### config.mk
export PLATFORM = sky130hd
export DESIGN_NAME = dweq_ctrl
export DESIGN_NICKNAME = d
export VERILOG_FILES = /design/src/hw/rtl/dweq_pkg.sv /design/src/hw/rtl/dweq_ctrl.sv
export SDC_FILE = /design/constraint.sdc
export NUM_CORES = 1
export LEC_CHECK = 0
export BUFFER_PORTS_ARGS = -buffer_cell sky130_fd_sc_hd__buf_4
export CORE_MARGIN = 5
export CORE_UTILIZATION = 32
export CTS_CLUSTER_DIAMETER = 100
export DETAILED_ROUTE_END_ITERATION = 12
export GPL_TIMING_DRIVEN = 1
export PLACE_DENSITY = 0.65
export SYNTH_ARGS = -nofsm -noshare
export SYNTH_HDL_FRONTEND = slang
export SYNTH_SLANG_ARGS = --single-unit
### constraint.sdc
create_clock -name clk -period 2.4 [get_ports clk]
set_input_delay 0.36 -clock clk [delete_from_list [all_inputs] [get_ports clk]]
set_output_delay 0.36 -clock clk [all_outputs]
set_load 0.01 [all_outputs]
### src/hw/rtl/dweq_pkg.sv
package dweq_pkg;

  localparam int GRID_POINTS = 256;
  localparam int AW = $clog2(GRID_POINTS);
  localparam int KW = $clog2(GRID_POINTS + 1);
  localparam int IDX_W = 8;
  localparam int DATA_W = 16;
  localparam int COEF_W = 16;
  localparam int OP_W = 2;
  localparam int CFG_IDX_W = 2;

  typedef logic [AW-1:0] addr_t;
  typedef logic [KW-1:0] cnt_t;
  typedef logic signed [DATA_W-1:0] sample_t;

  localparam cnt_t CNT_LAST = cnt_t'(GRID_POINTS - 1);
  localparam cnt_t CNT_END = cnt_t'(GRID_POINTS);

  localparam logic [OP_W-1:0] OP_WRITE = 2'd0;
  localparam logic [OP_W-1:0] OP_STEP = 2'd1;
  localparam logic [OP_W-1:0] OP_READ = 2'd2;

  localparam logic [CFG_IDX_W-1:0] REG_COURANT_SQ = 2'd0;
  localparam logic [CFG_IDX_W-1:0] REG_DAMPING = 2'd1;

  localparam logic [COEF_W-1:0] COURANT_SQ_RESET = 16'd5898;
  localparam logic [COEF_W-1:0] DAMPING_RESET = 16'd58327;

  // Commands from the controller to the datapath.
  typedef struct packed {
    logic clear_we;
    logic capture;
    logic item_write;
    logic item_read;
    logic read_out;
    logic fetch_adv;
    logic fetch_rd;
    logic sweep_start;
    logic step_out;
    cnt_t count;
  } cmd_t;

  typedef struct packed {
    logic pipe_busy;
  } status_t;

  function automatic logic idx_in_range(input logic [IDX_W-1:0] idx);
    return 32'(idx) < 32'(GRID_POINTS);
  endfunction

endpackage

### src/hw/rtl/dweq_ctrl.sv
module dweq_ctrl (
  input  logic                          clk,
  input  logic                          rst_n,
  input  logic                          start,
  input  logic [dweq_pkg::OP_W-1:0]     in_operation,
  input  dweq_pkg::status_t             status,
  output dweq_pkg::cmd_t                cmd,
  output logic                          busy
);
  import dweq_pkg::*;

  localparam logic [2:0] ST_CLEAR    = 3'd0;
  localparam logic [2:0] ST_IDLE     = 3'd1;
  localparam logic [2:0] ST_WRITE    = 3'd2;
  localparam logic [2:0] ST_READ     = 3'd3;
  localparam logic [2:0] ST_READ_OUT = 3'd4;
  localparam logic [2:0] ST_STEP     = 3'd5;
  localparam logic [2:0] ST_DRAIN    = 3'd6;
  localparam logic [2:0] ST_STEP_OUT = 3'd7;

  logic [2:0] state_r, state_nxt;
  cnt_t cnt_r, cnt_nxt;

  always_ff @(posedge clk) begin
    if (!rst_n) begin
      state_r <= ST_CLEAR;
      cnt_r <= '0;
    end else begin
      state_r <= state_nxt;
      cnt_r <= cnt_nxt;
    end
  end

  always_comb begin
    state_nxt = state_r;
    cnt_nxt = cnt_r;
    cmd = '0;
    cmd.count = cnt_r;
    case (state_r)
      ST_CLEAR: begin
        cmd.clear_we = 1'b1;
        if (cnt_r == CNT_LAST) begin
          cnt_nxt = '0;
          state_nxt = ST_IDLE;
        end else begin
          cnt_nxt = cnt_r + cnt_t'(1);
        end
      end
      ST_IDLE: begin
        if (start) begin
          cmd.capture = 1'b1;
          case (in_operation)
            OP_WRITE: state_nxt = ST_WRITE;
            OP_STEP: begin
              cmd.sweep_start = 1'b1;
              cnt_nxt = '0;
              state_nxt = ST_STEP;
            end
            default: state_nxt = ST_READ;
          endcase
        end
      end
      ST_WRITE: begin
        cmd.item_write = 1'b1;
        state_nxt = ST_IDLE;
      end
      ST_READ: begin
        cmd.item_read = 1'b1;
        state_nxt = ST_READ_OUT;
      end
      ST_READ_OUT: begin
        cmd.read_out = 1'b1;
        state_nxt = ST_IDLE;
      end
      ST_STEP: begin
        // The slot at count GRID_POINTS, past the last address, flushes the final point
        // through the stencil window.
        cmd.fetch_adv = 1'b1;
        cmd.fetch_rd = (cnt_r != CNT_END);
        if (cnt_r == CNT_END) begin
          state_nxt = ST_DRAIN;
        end else begin
          cnt_nxt = cnt_r + cnt_t'(1);
        end
      end
      ST_DRAIN: begin
        if (!status.pipe_busy) begin
          state_nxt = ST_STEP_OUT;
        end
      end
      ST_STEP_OUT: begin
        cmd.step_out = 1'b1;
        state_nxt = ST_IDLE;
      end
      default: state_nxt = ST_IDLE;
    endcase
  end

  assign busy = (state_r != ST_IDLE);

endmodule

==> impl_metrics.ini, run 1 <==
[worst_hold_path]
hold_class = in -> reg
whs_path_depth = 2
hold_end = state_r[1]
hold_start = rst_n

[critical_path]
rr_startpoint = cnt_r[0]
reg2reg_to = state_r[1]
required_ns = 2.58
endpoint_kind = flip-flop
r2r_slack_ns = 0.15
worst_ep_arrival_time_ns = 2.43
critPathKind = reg -> reg
critPathLaunchType = flip-flop
rr_worst_depth = 9
critical_path_peak_fanout = 3

[clock_tree]
htree_levels = 1
cts.sinks = 12
clkSlewWorstSetupHoldPaths_ns = 0.08
cts_tree = done
clock_latency_ns = 0.28
cts_root_buf = clkbuf_4
cts_made_buffers = 3
cts_hold_buf = 0
clk_path_buf_depth = 2

[synthesis]
ys_seq_area_share_pct = 26.48
synth_edf_count = 0
syn_avg_cell_area_um2 = 7.888
yosysUniqueCellTypes = 42
netlist_area_um2 = 907.1
synthTopCellsByArea = dfxtp_1 26%, ha_1 5.5%, a22oi_1 5.0%
synth_cells = 115
synth-seq-cells = 12
synth_nets = 125
ys.flop_type = dfxtp_1
synth_top_area_cell = dfxtp_1
synth_top_area_share_pct = 26.48
async_reset_ff_share_pct = 0
synth_warnings = 0

[sta]
setup_tns_ns = 0
whs_ns = 0.4089
setup_ws_ns = 0.1459
report.final.slew_viol_count = 0
slew_headroom_pct = 56.21
finClkSkew_ns = 0.0007962
fmax_ghz = 0.4436
period_share_pct = 93.92
hold_viol_final = 0
period_needed_ns = 2.254
worst_slew_pin_slew_ns = 0.6560
rsz0062_at_grt = no
setup_violations = 0

[routing]
drt_iter0_markers = 80
detail_route.wl_per_cell_um = 14.24
drc_errors = 0
wl_um = 2450
drtPass1Iterations = 4
num_vias = 961
vias_per_cell = 5.587
ant_nets = 0

[place]
dpl.hpwl_um = 1835
dp.cells = 168
pre_cts_ws_ns = 0.07597
placed_area_mm2 = 0.001125
routabilityCongestion = 0.8164
port_buffers = 24

[power]
peakVddDrop_mv = 0.4048
p_leak_nw = 0.5167
cellPowerDensity_mw_per_mm2 = 878.1
power_mw = 1.032

[cells_and_area]
num-fill-cells = 281
final_common_cell = buf_4
multi_input_area_um2 = 609.3
final_nets = 152
n_antenna_cell = 0
area_growth_pct = 29.52
layout_common_cells = 29 x buf_4, 12 x nand2_1, 12 x dfxtp_1
postLayoutCellArea_mm2 = 0.001175
drive_gt1_share_pct = 31.21
register_area_um2 = 240.2
utilization_pct = 42.97
fin_cells = 172

[die]
ioPinCount = 25
row_count = 19
die_area_mm2 = 0.003999
die_h_um = 63.24
core_mm2 = 0.002734
initial_core_util_pct = 33.18
dieWidth_um = 63.24

[global_route]
overflow = 0
antenna_found_initial = 0
grt_max_degree = 21
grt_pass1_wl_um = 4222
grt_pass1_vias = 943
track_usage_pct = 12.83

[job]
max_cap_violations = 0

[run_status]
status = complete, no violations
what timing repair did:
| action | CTS | global route |
|---|---|---|
| gates resized for setup | 0 | 2 |
| setup buffers | 0 | 0 |
| setup endpoints to repair | 0 | 2 |
cell usage after synthesis, types with 4 or more instances:
cell / number
a22oi_1: 6
and3_1: 5
clkbuf_1: 4
dfxtp_1: 12
ha_1: 4
inv_1: 7
nand2_1: 12
nand3_1: 6
nor2_1: 4
nor3_1: 5
o22ai_1: 6
or3_1: 4
worst max-delay path, cell delays in order, from the launching register on:
cell and delay [ns]:
dfxtp_1 0.32, ha_1 0.22, and3_2 0.22, and3_1 0.17, and3_1 0.19, ha_1 0.23, mux2_2 0.30, o31ai_4 0.20
nor2_1 0.08, o221a_1 0.22
state kept, by name (all words and copies together), names as in the netlist:
signal / flops
state_r: 3
cnt_r: 9
cell families after synthesis:
kind of cell	share of synthesized area, %
mux	1.241
buf+inv	7.861
compound gates	24.97
fa+ha+maj	5.517
flops	26.48
simple gates	32.97
xor+xnor	0.9657
layout make-up:
type | instances | share of cell area, %
Clock buffer | 4 | 3.088
Inverter | 8 | 2.769
Multi-Input combinational cell | 88 | 51.86
Sequential cell | 12 | 20.45
Tap cell | 31 | 3.301
Timing Repair Buffer | 29 | 18.53
metal layers:
metal,vias to the layer above,share of wire [%],global-route usage (%)
li1,477,-,-
met1,440,46,16.47
met3,6,6.8,2.842
met4,0,2.1,7.273
met2,38,45,19.62
met5,-,0,0
report_power, final:
group | switching (mW) | total, mW | internal [mW]
sequential | 0.0820 | 0.320 | 0.238
clock | 0.0727 | 0.165 | 0.0923
combinational | 0.278 | 0.547 | 0.269
total | 0.432 | 1.03 | 0.599
worst max path at each step:
stage | startpoint | end | slack (ns) | cells past startpoint
6_report | cnt_r[0] | state_r[1] | 0.15 | 9
5_1_grt | cnt_r[0] | state_r[1] | 0.03 | 9
4_1_cts | cnt_r[0] | state_r[1] | 0.07 | 9
3_5_place_dp | cnt_r[0] | state_r[1] | 0.08 | 9
3_3_place_gp | cnt_r[0] | state_r[1] | 0.17 | 9
2_1_floorplan | cnt_r[0] | state_r[1] | 0.15 | 9
No activity file was read; power rests on OpenSTA's default activity.
==> run 2, diff against run 1 <==
--- a/config.mk
+++ b/config.mk
@@ -5,13 +5,14 @@
 export SDC_FILE = /design/constraint.sdc
 export NUM_CORES = 1
 export LEC_CHECK = 0
+export ABC_AREA = 1
 export BUFFER_PORTS_ARGS = -buffer_cell sky130_fd_sc_hd__buf_4
 export CORE_MARGIN = 5
 export CORE_UTILIZATION = 32
 export CTS_CLUSTER_DIAMETER = 100
 export DETAILED_ROUTE_END_ITERATION = 12
 export GPL_TIMING_DRIVEN = 1
-export PLACE_DENSITY = 0.65
+export PLACE_DENSITY = 0.53
 export SYNTH_ARGS = -nofsm -noshare
 export SYNTH_HDL_FRONTEND = slang
 export SYNTH_SLANG_ARGS = --single-unit
==> run 2 against run 1 <==
  * Via count up 11%
  * Worst hold slack worse by 0.043 ns
  * Register-to-register slack better by 0.34 ns
  * Non-clock buffer count down 5
  * Die area up 9.5%
  * Sequential power down 35%
  * Worst setup slack better by 0.34 ns
  * Utilization down 0.99 points
  * Critical endpoint is now state_r[0]
  * Largest cell class unchanged
  * Largest power group is now registers
==> impl_metrics.ini, run 2 <==
[run_status]
status = complete, no violations

[routing]
detail_route.wl_per_cell_um = 10.12
drtPass1Iterations = 4
ant_nets = 0
num_vias = 1064
wl_um = 2459
drt_iter0_markers = 57
vias_per_cell = 4.379
drc_errors = 0

[synthesis]
yosysUniqueCellTypes = 20
synth_nets = 183
synth_xor_area_share_pct = 0
netlist_area_mm2 = 0.001010
synthAdderAreaFrac_pct = 4.957
synth-simple-area-share_pct = 52.42
synth_top_family_by_area = simple AND/OR/NAND/NOR gates
yosysMostFrequentCell = nand2_1
async_reset_ff_share_pct = 0
synth_cells = 173
syn_avg_cell_area_um2 = 5.837
synthTopCellsByArea = dfxtp_1 24%, nand2_1 18%, nor2_1 13%
synth_compound_area_share_pct = 6.072
synth_common_cells = 49 x nand2_1, 34 x nor2_1, 25 x inv_1
synth_warnings = 0
synth-seq-cells = 12
synthMuxAreaShare_pct = 0
synth_top_area_share_pct = 23.79
ys.flop_type = dfxtp_1
ys_seq_area_share_pct = 23.79
synth_edf_count = 0
synth_top_area_cell = dfxtp_1

[sta]
finClkSkew_ns = 0.006844
setup_ws_ns = 0.4830
fmax_ghz = 0.5217
setup_tns_ns = 0
hold_viol_final = 0
rsz0062_at_grt = no
period_needed_ns = 1.917
slew_headroom_pct = 73.49
worst_slew_pin_slew_ns = 0.3971
period_share_pct = 79.87
setup_violations = 0
report.final.slew_viol_count = 0

[critical_path]
crit_slowest_cell = dfxtp_1
path_cells = ha_1 -> nand2_1 -> inv_1 -> nand3_1 -> nor2_1 -> ha_1 -> inv_1 -> nand4_1 -> nand2_1 -> nor2_1 -> nand2_1 -> o21ai_1 -> inv_1
endpoint_kind = flip-flop
critPathKind = reg -> reg
required_ns = 2.57
critPathLaunchType = flip-flop
crit_path_max_incr_delay_ns = 0.39
critical_path_peak_fanout = 5
worst_ep_arrival_time_ns = 2.09

[global_route]
track_usage_pct = 12.16
grt_pass1_vias = 971
overflow = 0
antenna_found_initial = 0
grt_max_degree = 11
grt_pass1_wl_um = 4195

[clock_tree]
cts_resized = 0
postCtsSetupRepairBufs = 0
cts.sinks = 12
cts_hold_buf = 0
htree_levels = 1
cts_tree = done
cts_root_buf = clkbuf_4
clk_path_buf_depth = 2
clkSlewWorstSetupHoldPaths_ns = 0.08
clock_latency_ns = 0.28
cts_made_buffers = 3

[die]
dieWidth_um = 66.17
die_area_mm2 = 0.004378
die_h_um = 66.17
ioPinCount = 25
initial_core_util_pct = 33.35
core_mm2 = 0.003028
row_count = 20

[power]
p_leak_nw = 0.7018
peakVddDrop_mv = 0.2155
cellPowerDensity_mw_per_mm2 = 329.6

[worst_hold_path]
hold_class = in -> reg

[cells_and_area]
final_nets = 210
top_regs = cnt_r x9, state_r x3
largest_register_ffs = 9
num-fill-cells = 338
layout_common_cells = 49 x nand2_1, 34 x nor2_1, 25 x inv_1
drive_gt1_share_pct = 22.61
regMostFlops = cnt_r
utilization_pct = 41.98
register_area_um2 = 240.2
n_antenna_cell = 0
area_growth_pct = 25.90
multi_input_area_um2 = 640.6
fin_cells = 243
final_common_cell = nand2_1

[job]
max_cap_violations = 0

[place]
dpl.hpwl_um = 2054
dp.cells = 239
routabilityCongestion = 0.8577
pre_cts_ws_ns = 0.4946
port_buffers = 24
[run 2: cell count changes in the layout (fill, tap and decap cells not counted), sizes merged, moves of 6 or more]
cell	delta
a22oi	-6
and3	-6
inv	+23
nand2	+41
nand3	+7
nor2	+34
o22ai	-6
[run 2: metal layers]
| layer | track usage [%] | share of wire, % | up-vias |
|---|---|---|---|
| met5 | 0 | 0 | - |
| li1 | - | - | 581 |
| met2 | 20.32 | 49 | 16 |
| met4 | 2.030 | 0.33 | 0 |
| met1 | 15.25 | 47 | 465 |
| met3 | 4.082 | 3.9 | 2 |
[run 2: kinds of logic after synthesis]
logic type | count (synthesis)
fa+ha+maj | 4
simple gates | 114
flops | 12
compound gates | 10
buf+inv | 33
[run 2: area by class of cell]
cell class              count  share of cell area (%)
multi-input cells         128                   50.39
flip-flops and latches     12                   18.90
repair buffers             24                   14.17
inverters                  31                   9.350
well taps                  44                   4.331
clock buffers               4                   2.854
[run 2: through the flow]
step	instance area (um^2)	hold WS [ns]	total power, mW
after detailed placement	1235	0.5241	0.2586
after global routing	1271	0.3623	0.4415
after floorplan	1010	0.5295	0.2398
final	1271	0.3662	0.4190
after CTS	1271	0.3649	0.4249
after global placement	1235	0.5206	0.2584
[run 2: worst paths after layout]
check	startpoint	to	slack [ns]	cells past startpoint
setup / recovery	cnt_r[0]	state_r[0]	0.48	13
hold / removal	rst_n	cnt_r[5]	0.37	3
setup reg to reg	cnt_r[0]	state_r[0]	0.48	13
hold reg to reg	cnt_r[5]	cnt_r[5]	0.53	2
[run 2: power breakdown]
group | switching (mW) | internal, mW | leakage, nW
clock | 0.0740 | 0.0923 | 0.0210
sequential | 0.00484 | 0.203 | 0.0973
combinational | 0.0239 | 0.0209 | 0.584
total | 0.103 | 0.316 | 0.702
[run 2: critical path, delay by kind of cell, from the launching register on]
kind	cells	cell delay, ns
adder cells (fa/ha/maj)	2	0.38
AND/OR/NAND/NOR	7	0.73
AO/OA/AOI/OAI	1	0.13
flip-flops	1	0.39
buffers and inverters	3	0.21
